$ cat src/hdl/drle_ram.sv
// Generic single-write, single-read RAM with registered read data.
`default_nettype none

module drle_ram #(
	parameter int WIDTH = 8,
	parameter int DEPTH = 16,
	parameter int AW    = (DEPTH > 1) ? $clog2(DEPTH) : 1
) (
	input  logic             clk,
	input  logic             we,
	input  logic [AW-1:0]    waddr,
	input  logic [WIDTH-1:0] wdata,
	input  logic [AW-1:0]    raddr,
	output logic [WIDTH-1:0] rdata
);

	logic [WIDTH-1:0] mem [DEPTH];

	always_ff @(posedge clk) begin
		if (we) begin
			mem[waddr] <= wdata;
		end
		rdata <= mem[raddr];
	end

endmodule

`default_nettype wire

$ cat config.mk
export PLATFORM = sky130hd
export DESIGN_NAME = drle_ram
export DESIGN_NICKNAME = d
export VERILOG_FILES = /design/src/hdl/drle_ram.sv
export SDC_FILE = /design/constraint.sdc
export NUM_CORES = 1
export LEC_CHECK = 0
export ABC_AREA = 1
export BUFFER_PORTS_ARGS = -buffer_cell sky130_fd_sc_hd__buf_2
export CORE_MARGIN = 2
export CORE_UTILIZATION = 30
export CTS_CLUSTER_DIAMETER = 30
export DETAILED_ROUTE_END_ITERATION = 16
export SETUP_SLACK_MARGIN = 0.1
export SYNTH_ARGS = -nofsm -noshare
export SYNTH_HDL_FRONTEND = slang
export SYNTH_SLANG_ARGS = --single-unit
$ cat constraint.sdc
create_clock -name clk -period 2.2 [get_ports clk]
set_input_delay 0.11 -clock clk [delete_from_list [all_inputs] [get_ports clk]]
set_output_delay 0.11 -clock clk [all_outputs]
set_load 0.02 [all_outputs]
# Word level (Yosys, flattened, before mapping)
# Memory sizes are Yosys's and may differ from the RTL's. A register that Yosys moved wholly into a read port is not among the register bits.
# Index checks and enable logic that the tools add are counted.
# totals
regBits	0
ram_bits	128
out_inout_bits	8
n_memories	1
# mem_list
memory	words	width	rd	rd_ports_with_merged_regs	write_ports	line	text
mem	16	8	1	1	1	17	logic [WIDTH-1:0] mem [DEPTH];
# op_classes
muxes	2
# ops
op	n
$mux 1	2

# Logic depth before layout (Yosys ltp)
# Gate-level depths: netlist of the first run.
# depth
depth_word	2
depth_mapped	8

# Worst setup path after synthesis of the first run
# Ideal clock, no wire load.
# synth_timing
path_type	input to register
from	input port waddr[2]
to	memory mem[10][0] (enable)
setup_time_ps	370
t_arrival_ps	691
t_required_ps	1830
slack_ps	1139
stages	2
path_buffers	0
path_cell_list	nand3b_1 -> nor2_1
# synth_lines
item	line	text
start: declaration	11	input logic [AW-1:0] waddr,
end: declaration	17	
# No word-level cell before the write port.

# Worst setup path after layout of the first run
# layout_timing
from	input port waddr[2]
to	memory mem[11][6] (enable)
# No word-level cell before the write port.

==> results.md, run 1 <==
Clocking:
- The number of clock sinks seen by CTS is 136.
- TritonCTS built the clock tree.
- The clock latency of the later-clocked register in the worst-skew pair is 0.41 ns.
- The root buffer cell is clkbuf_16.
- Hold repair after CTS inserted 0 buffers.
- The number of levels in the clock H-tree is 4.
- The maximum number of buffers from clock root to sink is 2.
- In this run the post-CTS setup repair buffer count came out at 0.
- The count of cells resized by post-cts repair is 0.
- The post-CTS clock slew at the launch and capture registers of the worst setup and hold paths is 0.06 ns.
- TritonCTS created 17 clock buffers.

Run:
- The number of max-cap violations is 0.

Pwr:
- Of the total power, registers draw 46.9%.
- The power density over cell area is 931 mW/mm2.
- The design draws 6220 uW.
- The internal power of the cells is 4880 uW.
- The worst-case IR drop observed on VDD is 598 uV.
- Per report_power, the clock group accounts for 47.2% of the total.
- In this run the static leakage power is 0.00285 uW.
- Combinational logic is responsible for 5.9% of the overall power.
- The fraction of power spent switching nets is 21.5%.
- The total net switching power is 1340 uW.

Timing:
- The slack of the critical path is 1.08 ns.
- Setup repair after global routing left no endpoint under its margin.
- Setup violations remaining at the end of the flow were counted as 0.
- The total count of max-transition violations in the final report was 0.
- For the pin with the worst max-slew slack, the measured transition is 0.788 ns.
- The final clock period utilization by the worst path is 51.1%.
- The final setup TNS is 0 ns.
- Final hold analysis gives a worst-case slack of 0.0520 ns.
- The worst pin sits at a relative slew slack of 47.3%.
- The routed design could run at a clock period as short as 1.12 ns.
- The top achievable clock speed is 889 MHz.
- The final clock skew is 0.00893 ns.
- The final number of hold-violating endpoints is 0.

Route:
- In the routed design, unresolved DRC markers number 0.
- The first TritonRoute pass finished after 5 iterations.
- The via count is 3723.
- The detail route stage leaves a number of antenna-violating nets equal to 0.
- After detailed routing, the number of vias per cell comes to 4.51.
- The overall routed net length is 13400 um.
- The violation count after the first detailed-routing iteration is 302.
- The wire length per cell is 16.2 um.

Yosys:
- The count of yosys warnings during synthesis is 0.
- The part of the Yosys area used for sequential elements is 69.4%.
- Counting distinct cell types in the post-synthesis netlist gives 12.
- Summed over its instances, the top area cell type makes up 66.7% of the synthesized netlist area.
- The cell area after synthesis is 0.00577 mm2.
- Counting every net in the synthesized netlist gives 569.
- In the synthesized netlist, the number of instances is 551.
- Dividing the synthesized area by the synthesized cell count gives 10.5 um2.
- The register bit total from synthesis is 136.
- edfxtp_1 takes more of the synthesized area than any other cell.
- Sorting the synthesized cells by area gives the leading types as edfxtp_1 (67%), nand2_1 (11%), nand3_1 (8.4%).

Setup path:
- STA classifies the critical path startpoint as a primary input.
- The critical path in this run is classified as primary input to flip-flop.
- The largest stage delay on the critical path is 0.66 ns.
- The critical path goes through buf_2 -> nand3b_1 -> nor2_1.
- Of all nets on the critical path, the largest fanout is 8.
- The arrival time of the worst setup path is 1.16 ns.
- In this design, the largest share of critical-path delay is due to simple AND/OR/NAND/NOR gates.
- Setup slack on the worst reg-to-reg path comes out at 1.16 ns.
- Together, buffers and inverters on the worst path number 1.
- The worst setup path is captured at a flip-flop.
- The data required time at the worst endpoint is 2.24 ns.
- The slowest stage of the critical path is the nor2_1 cell.

Cells and area:
- The number of standard cells in the layout, taps in and fillers out is 825.
- The share of post-route cells with drive strength above 1 is 10.8%.
- In the layout the commonest cells are nand2_1 (173), edfxtp_1 (128), inv_1 (100), nand3_1 (97), buf_2 (25).
- The number of filler instances in the final layout is 1853.
- 0 antenna diodes ended up in the layout.
- After the last flow step, the layout net total stands at 596.
- The commonest non-fill, non-tap cell in the layout is nand2_1.
- The relative area change from synthesis to final layout is 15.9%.

Die:
- The floorplan has 50 rows.
- The area of the die is 0.0203 mm2.
- The die is 143 um wide.
- During I/O placement, the number of pins put on the boundary was 26.
- The die outline height is 143 um.
- The initial utilization of the core area, before any placement, comes to 30.7%.
- The area of the core is 0.0188 mm2.

GRT:
- For this run, the total global-route usage over all layers was measured as 13.9%.
- Entering global routing, the biggest net connects 65 pins.
- The total overflow reported by the global router is 0.
- The number of global-route vias before repair is 3591.
- The global-route wire length before repair is 20600 um.
- The initial antenna violation count is 0.

Outcome:
- The run finished with clean final reports.

Place:
- Before CTS, the worst setup slack after placement is 0.624 ns.
- Input and output buffers added on the ports amount to 25.
- Counting tap cells, the placed design contains a total of 793 instances.
- The final weighted congestion in routability-driven placement is 0.808.
- Summed over all nets, the half-perimeter wirelength after detailed placement is 8090 um.

Hold path:
- The type of the worst min-delay path is primary input to flip-flop.
## kinds of logic (layout without fill, tap and decap cells)
family                 Yosys count  in the layout  share of synthesized area [%]
flip-flops                     136            136                           69.4
AND/OR/NAND/NOR                289            289                           21.0
buffers and inverters          126            166                           9.52
## stage by stage
step                area, um2  util, %
CTS                      6680     35.6
global placement         6070     32.3
detailed placement       6070     32.3
global route             6680     35.6
floorplan                5770        -
finish                   6680     35.6
## power groups by stage
stage	Clock [uW]	Sequential, uW	Combinational, uW
floorplan	0	2990	204
global placement	0	2970	367
detailed placement	0	2970	371
CTS	2970	2920	372
global route	3070	2920	406
finish	2940	2920	366
## worst register-to-register path, stage by stage, from the launching register on
cell and delay [ns]:
edfxtp_1 0.36, inv_1 0.06, nand2_1 0.04, nand3_1 0.12, nand3_1 0.11, nand3_1 0.16, nand2_1 0.08
## cells in the mapped netlist
| master | count |
|---|---|
| nand2_1 | 173 |
| edfxtp_1 | 128 |
| nand3_1 | 97 |
| nor2_1 | 17 |
| nand3b_1 | 2 |
| inv_2 | 2 |
| buf_1 | 1 |
| buf_2 | 13 |
| inv_1 | 100 |
| buf_6 | 6 |
| dfxtp_1 | 8 |
| buf_4 | 4 |
## path summary, 6_finish.rpt
kind	startpoint	to	cells past startpoint
max	waddr[2]	mem[11][6]$_DFFE_PP_	3
min	raddr[3]	rdata[0]$_DFF_P_	3
max reg2reg	mem[5][4]$_DFFE_PP_	rdata[4]$_DFF_P_	6
min reg2reg	mem[12][2]$_DFFE_PP_	rdata[2]$_DFF_P_	6
## flip-flops by register name (all words and copies together) (netlist names)
name and flops:
mem 128, rdata 8
## layer usage
metal  GRT usage [%]  vias up  share of wire, %
met4            4.95        0               1.5
met1            18.3     1771                45
met3            3.02       20               4.4
met2            22.7      108                49
met5               0        -                 0
li1                -     1824                 -
## area by class of cell
class	instances	area, um2	share of cell area (%)
inverter	102	383	5.73
clock inverter	13	179	2.68
timing repair buffer	32	178	2.66
tap	234	293	4.38
clock buffer	19	433	6.48
sequential	136	4000	59.9
multi-input combinational	289	1210	18.2
(Power assumes the default switching activity.)
==> inputs of run 2 (changes only) <==
- clock period: 2.2 -> 1.1 ns (I/O delays scaled with it)
==> results.md, run 2 (synthesis results as in run 1) <==
Setup path:
- STA classifies the critical path startpoint as a flip-flop.
- At the worst endpoint, the required time is 1.42 ns.
- In this run the critical register-to-register path is launched from mem[6][6]$_DFFE_PP_.
- The endpoint identified for the worst register-to-register timing path is rdata[6]$_DFF_P_.
- Data on the critical path arrives at its endpoint at 1.29 ns.
- The critical path class is flip-flop to flip-flop.
- The capturing element type of the critical path is a flip-flop.
- Setup slack on the worst reg-to-reg path comes out at 0.12 ns.
- The origin of the worst setup path is mem[6][6]$_DFFE_PP_.
- The logic depth of the worst register-to-register path is 6.
- Of all nets on the critical path, the largest fanout is 1.

Cells and area:
- In the final layout, the share of cells above drive strength 1 is 19.7%.
- The final core area utilization is 38.0%.
- Counting flops per register, the top entry is mem.
- The final net count is 629.
- The antenna diode instance count is 0.
- The top cell types in the final layout, fill and taps aside, are nand2_1 (172), edfxtp_1 (128), inv_1 (99), nand3_1 (73), buf_4 (33).
- The flip-flop count of the largest register after layout is 128.
- The library cell used most frequently in the layout, excluding fill and tap cells, is nand2_1.
- The largest registers in the layout are mem (128), rdata (8).
- The number of filler instances in the final layout is 1813.
- Relative to the synthesized area, the layout overhead comes to 23.8%.
- For this run, the number of standard cells in the final layout without fillers is 858.

Die:
- The die covers 0.0203 mm2.
- The floorplan step defined a core boundary enclosing 0.0188 mm2.
- The initialized floorplan defines 50 standard-cell rows.
- The floorplan die width is 143 um.
- Once the floorplan was initialized, standard cells occupied 30.7% of the core.
- The die is 143 um tall.
- For this design the top-level I/O count stands at 26.

Route:
- The number of routed nets with antenna violations is 0.
- The violation count after the first detailed-routing iteration is 231.
- The wire length per cell is 16.0 um.
- The detailed router placed 3840 vias in this run.
- The remaining routing DRC violations is 0.
- The first detailed-routing pass ran for 5 iterations.
- The overall routed net length is 13700 um.
- Using the TritonRoute via totals, the vias-per-cell ratio works out to 4.48.

Outcome:
- The flow ran to the end, and the final reports show no timing, DRC or antenna violations.

Pwr:
- The analysis attributes to net switching a power of 2600 uW.
- The power density over cell area is 1680 mW/mm2.
- Summed over all cells, the static leakage comes to 0.00309 uW.
- In this run, the combinational gates consume 7.5% of the power.
- Net switching is 21.6% of the power.
- The internal power of the cells totals 9410 uW.
- The overall power after layout is 12000 uW.
- The clock network accounts for 43.9% of the total power.
- The portion of total power attributed to sequential cells is 48.6%.
- VDD sags by at most 1100 uV.

Timing:
- The final critical delay including setup and external delays is 0.975 ns.
- The final clock period utilization by the worst path is 88.6%.
- The final setup TNS is 0 ns.
- The final number of hold-violating endpoints came to 0.
- The final clock skew is 0.00696 ns.
- The actual slew at the worst max-slew pin is 0.385 ns.
- Setup repair after global routing could not meet its margin everywhere.
- The total count of max-transition violations in the final report is 0.
- Hold timing on the final database bottoms out at a slack of 0.0537 ns.
- Based on the critical path, the design can be clocked at up to 1030 MHz.
- The relative max-transition margin is 74.3%.
- The number of endpoints failing setup at the final stage is 0.

Hold path:
- For hold timing, the worst endpoint is mem[12][2]$_DFFE_PP_.
- The worst min-delay path startpoint is wdata[2].
- The path class of the tightest hold or removal check is primary input to flip-flop.
- Along the worst hold path, the cell count comes to 1.

Place:
- Routability-driven placement finished with a final weighted congestion of 0.838.
- The number of placed instances with taps included is 826.
- The number of input and output port buffers inserted is 25.
- The final HPWL from detailed placement is 8890 um.

Clocking:
- The post-CTS clock slew at the launch and capture registers of the worst setup and hold paths is 0.06 ns.
- CTS saw 136 sinks.
- The clock tree from TritonCTS is yes.
- The clock latency of the later-clocked register in the worst-skew pair is 0.42 ns.
- The root buffer cell is clkbuf_16.
- The clock passes through at most 2 buffers.
- The number of levels in the clock H-tree is 4.
- Counting the buffers created by CTS gives 17.
- Post-CTS timing repair inserted 0 buffers for setup.

GRT:
- The total overflow left after global routing is 0.
- Entering global routing, the biggest net connects 26 pins.
- Across every metal layer, demand over resource in global routing totals 14.5%.
- The number of global-route vias before repair was 3730.
- The first global-routing pass estimated 21300 um of wire.
- The initial antenna violation count is 0.

Run:
- Max-cap violations in this run came to 0.
[run 2: worst max-delay path by stage]
stage | endpoint | slack [ns]
after floorplan | mem[4][0]$_DFFE_PP_ | 0.09
after global placement | rdata[4]$_DFF_P_ | -0.05
after detailed placement | rdata[4]$_DFF_P_ | -0.05
after CTS | rdata[6]$_DFF_P_ | 0.1
after global routing | rdata[3]$_DFF_P_ | 0.04
final | rdata[6]$_DFF_P_ | 0.12
[run 2: through the flow]
stage                     setup slack, ns  cell area [um2]
final                               0.125             7140
after global routing               0.0351             7140
after CTS                          0.0989             7030
after detailed placement          -0.0512             6440
after global placement            -0.0495             6440
after floorplan                    0.0942             5770
[run 2: final cells by class]
class                   count  area, um2  share of cell area (%)
flip-flops and latches    136       4010                    56.2
well taps                 234        293                    4.10
clock buffers              30        544                    7.62
multi-input cells         289       1340                    18.7
inverters                 102        383                    5.36
clock inverters             2       10.0                   0.140
repair buffers             65        564                    7.90
[run 2: what timing repair did]
action                     CTS  global route
setup endpoints to repair    8             9
pin swaps                    1             8
hold buffers                 0             0
gates resized for setup     12            23
[run 2: power by group through the flow]
| stage | combinational [uW] | clock (uW) | sequential, uW |
|---|---|---|---|
| CTS | 877 | 5330 | 5840 |
| floorplan | 409 | 0 | 5970 |
| finish | 901 | 5270 | 5840 |
| detailed placement | 858 | 0 | 5940 |
| global route | 998 | 5520 | 5850 |
| global placement | 849 | 0 | 5940 |
[run 2: metal layers]
layer | global-route usage [%] | wire, um | up-vias
met3 | 3.59 | 659 | 19
met4 | 5.99 | 243 | 0
met1 | 18.5 | 6120 | 1838
met2 | 23.5 | 6670 | 91
li1 | - | - | 1892
met5 | 0 | 0 | -
[run 2: critical path: stages (launching register included)]
cell and delay [ns]:
edfxtp_1 0.37, inv_1 0.08, nand2_1 0.05, nand3_1 0.08, nand3_2 0.10, nand3_2 0.11
nand2_1 0.06
==> inputs of run 3 (changes only) <==
- CORE_ASPECT_RATIO: not set -> 1.75
- CTS_CLUSTER_SIZE: not set -> 25
==> results.md, run 3 (synthesis results as in run 1) <==
Die:
- The starting density of the core is 30.3%.
- The core region is 0.0190 mm2.
- In this run the horizontal extent of the chip is 109 um.
- The number of standard-cell rows in the floorplan is 67.
- From bottom edge to top edge, the die measures 187 um.
- For this design the top-level I/O count stands at 26.
- The die covers 0.0204 mm2.

Pwr:
- The leakage power of the design is 0.00305 uW.
- Per report_power, the combinational group accounts for 7.0% of the total.
- The portion of total power attributed to sequential cells is 48.4%.
- VDD sags by at most 923 uV.
- In this run the power spent charging and discharging nets is 2700 uW.
- The internal power of the cells is 9360 uW.
- Power comes to 12100 uW.
- Of the total power, the share spent switching nets is 22.4%.
- The power density over cell area is 1710 mW/mm2.
- Of the total power, the clock network draws 44.6%.

Setup path:
- The worst register-to-register path has a setup slack of 0.15 ns.
- The end of the worst register-to-register path is rdata[5]$_DFF_P_.
- The worst setup path is of the flip-flop to primary output kind.
- The largest stage delay on the critical path is 0.37 ns.
- The data required time at the worst endpoint is 1.04 ns.
- The critical path goes through buf_6.
- The buffer and inverter count on the worst path is 1.
- Tracing the worst setup path back leads to its startpoint at rdata[7]$_DFF_P_.
- Among cell families on the critical path, the largest total delay comes from flip-flops.
- The largest driver fanout on the critical path is 1.
- Data on the critical path arrives at its endpoint at 0.93 ns.
- In this run the critical register-to-register path is launched from mem[11][5]$_DFFE_PP_.
- On the critical path, the stage with the largest delay is an instance of dfxtp_2.
- The logic depth of the worst register-to-register path is 6.
- The type of element launching the critical path is a flip-flop.
- STA classifies the critical path endpoint as a primary output.

Route:
- In this run the remaining antenna-violating nets after routing total 0.
- For this run, the detailed router's first-pass iteration total came to 6.
- The via-per-instance ratio is 4.52.
- Summed over all layers, the routed wires come to 13600 um.
- Dividing the detail-routed wire length by the instance count gives 15.9 um.
- Across all layers, the routed design uses 3871 vias.
- For this block, the initial DRC count from the detailed router was 238.
- The remaining routing DRC violations is 0.

Hold path:
- For hold timing, the worst endpoint is mem[1][7]$_DFFE_PP_.
- The number of cells on the worst hold path is 1.
- The worst min-delay path startpoint is wdata[7].
- The tightest min-delay check is of the primary input to flip-flop type.

Clocking:
- In this run the number of H-tree levels came out at 4.
- The CTS buffer count is 17.
- The clock latency of the later-clocked register in the worst-skew pair is 0.42 ns.
- The root buffer cell is clkbuf_16.
- Counting every sink on the clock net gives 136.
- The post-CTS clock slew at the launch and capture registers of the worst setup and hold paths is 0.06 ns.
- TritonCTS built the clock tree.
- The clock passes through at most 2 buffers.
- The post-CTS setup buffer count is 0.

Cells and area:
- For this run, the post-layout net count is 621.
- The antenna diode instance count is 0.
- The flip-flop count of the largest register after layout is 128.
- The register ranked first by flip-flop count is mem.
- In the final layout, the registers with the most flip-flops are mem (128), rdata (8).
- The library cell used most frequently in the layout, excluding fill and tap cells, is nand2_1.
- The post-layout instance area is 0.00705 mm2.
- Leaving out fill and tap cells, the most frequent cells in the layout are nand2_1 (173), edfxtp_1 (128), inv_1 (99), nand3_1 (79), buf_4 (25).
- The relative area change from synthesis to final layout is 22.3%.
- The share of post-route cells with drive strength above 1 is 17.7%.

Place:
- Once detailed placement completed, the half-perimeter wirelength came to 9160 um.
- The congestion estimate from routability-driven global placement came to 0.820.
- The number of input and output port buffers inserted is 25.
- The cell area after placement is 0.00636 mm2.

Timing:
- The final critical delay including setup and external delays is 0.981 ns.
- The top achievable clock speed is 1020 MHz.
- The total count of max-transition violations in the final report came to 0.
- The final number of hold-violating endpoints was 0.
- Measured against its own limit, the worst slew margin works out to 72.8%.
- In the final timing run, aggregate negative setup slack is 0 ns.
- Setup repair after global routing could not meet its margin everywhere.
- On the final layout, the worst hold slack is 0.0419 ns.
- The worst path uses 89.2% of the clock period.
- The final clock skew is 0.00753 ns.
- The number of endpoints failing setup at the final stage is 0.
- The actual slew at the worst max-slew pin is 0.408 ns.

Outcome:
- The run finished with clean final reports.

GRT:
- The maximum number of pins on one net before global-route repair is 35.
- The initial antenna violation count is 0.
- The overall global routing resource usage is 14.2%.
- The number of global-route vias before repair was 3858.
- The first global-routing pass estimated 20900 um of wire.
- The total overflow reported by the global router is 0.

Run:
- Max-cap violations in this run came to 0.
[run 3: cell types whose count changed in the layout (fill, tap and decap cells not counted), moves of 3 or more]
| cell | before | now |
|---|---|---|
| clkinv_2 | 2 | 5 |
| clkbuf_1 | 6 | 2 |
| clkbuf_16 | 17 | 20 |
| nand3_2 | 24 | 18 |
| buf_4 | 33 | 25 |
| clkbuf_8 | 7 | 0 |
| nand3_1 | 73 | 79 |
[run 3: worst max-delay path by stage]
stage,end,slack [ns],cells after the start
finish,rdata[7],0.12,1
global route,rdata[4]$_DFF_P_,0.08,6
CTS,rdata[7],0.09,1
detailed placement,rdata[6]$_DFF_P_,-0.10,9
global placement,rdata[6]$_DFF_P_,-0.11,9
floorplan,mem[4][0]$_DFFE_PP_,0.09,2
[run 3: cell type report]
cell class,instances,area (um2)
clock inverters,10,63.8
flip-flops and latches,136,4010
repair buffers,57,485
clock buffers,22,508
inverters,102,383
fillers,1819,12000
well taps,241,302
multi-input cells,289,1300
[run 3: routing by layer]
| metal | up-vias | track usage [%] | routed length [um] |
|---|---|---|---|
| met5 | - | 0 | 0 |
| met4 | 0 | 9.47 | 668 |
| met3 | 36 | 2.68 | 613 |
| met2 | 119 | 25.6 | 7580 |
| met1 | 1843 | 14.5 | 4740 |
| li1 | 1873 | - | - |
[run 3: stage by stage]
| stage | std cells | util (%) | worst slack (ns) |
|---|---|---|---|
| 2_1_floorplan | 551 | - | 0.0942 |
| 3_3_place_gp | 824 | 33.4 | -0.113 |
| 3_5_place_dp | 824 | 33.4 | -0.103 |
| 4_1_cts | 857 | 36.6 | 0.0913 |
| 5_1_grt | 857 | 37.1 | 0.0815 |
| 6_report | 857 | 37.1 | 0.119 |
[run 3: timing repair]
item                       in CTS  in global routing
pin swaps                       0                  5
hold endpoints to repair        4                  0
hold buffers                    1                  0
resized for setup               9                 18
setup endpoints to repair       6                  9
[run 3: power groups by stage]
stage | Sequential (uW) | Clock [uW] | Combinational, uW
after floorplan | 5970 | 0 | 409
after global placement | 5940 | 0 | 801
after detailed placement | 5940 | 0 | 808
after CTS | 5840 | 5450 | 829
after global routing | 5840 | 5690 | 927
final | 5830 | 5370 | 846
[run 3: worst reg2reg max path, delay by kind of cell, from the launching register on]
| kind | cells | cell delay [ns] |
|---|---|---|
| DFF | 1 | 0.35 |
| and+or+nand+nor | 5 | 0.43 |
| buffers and inverters | 1 | 0.06 |
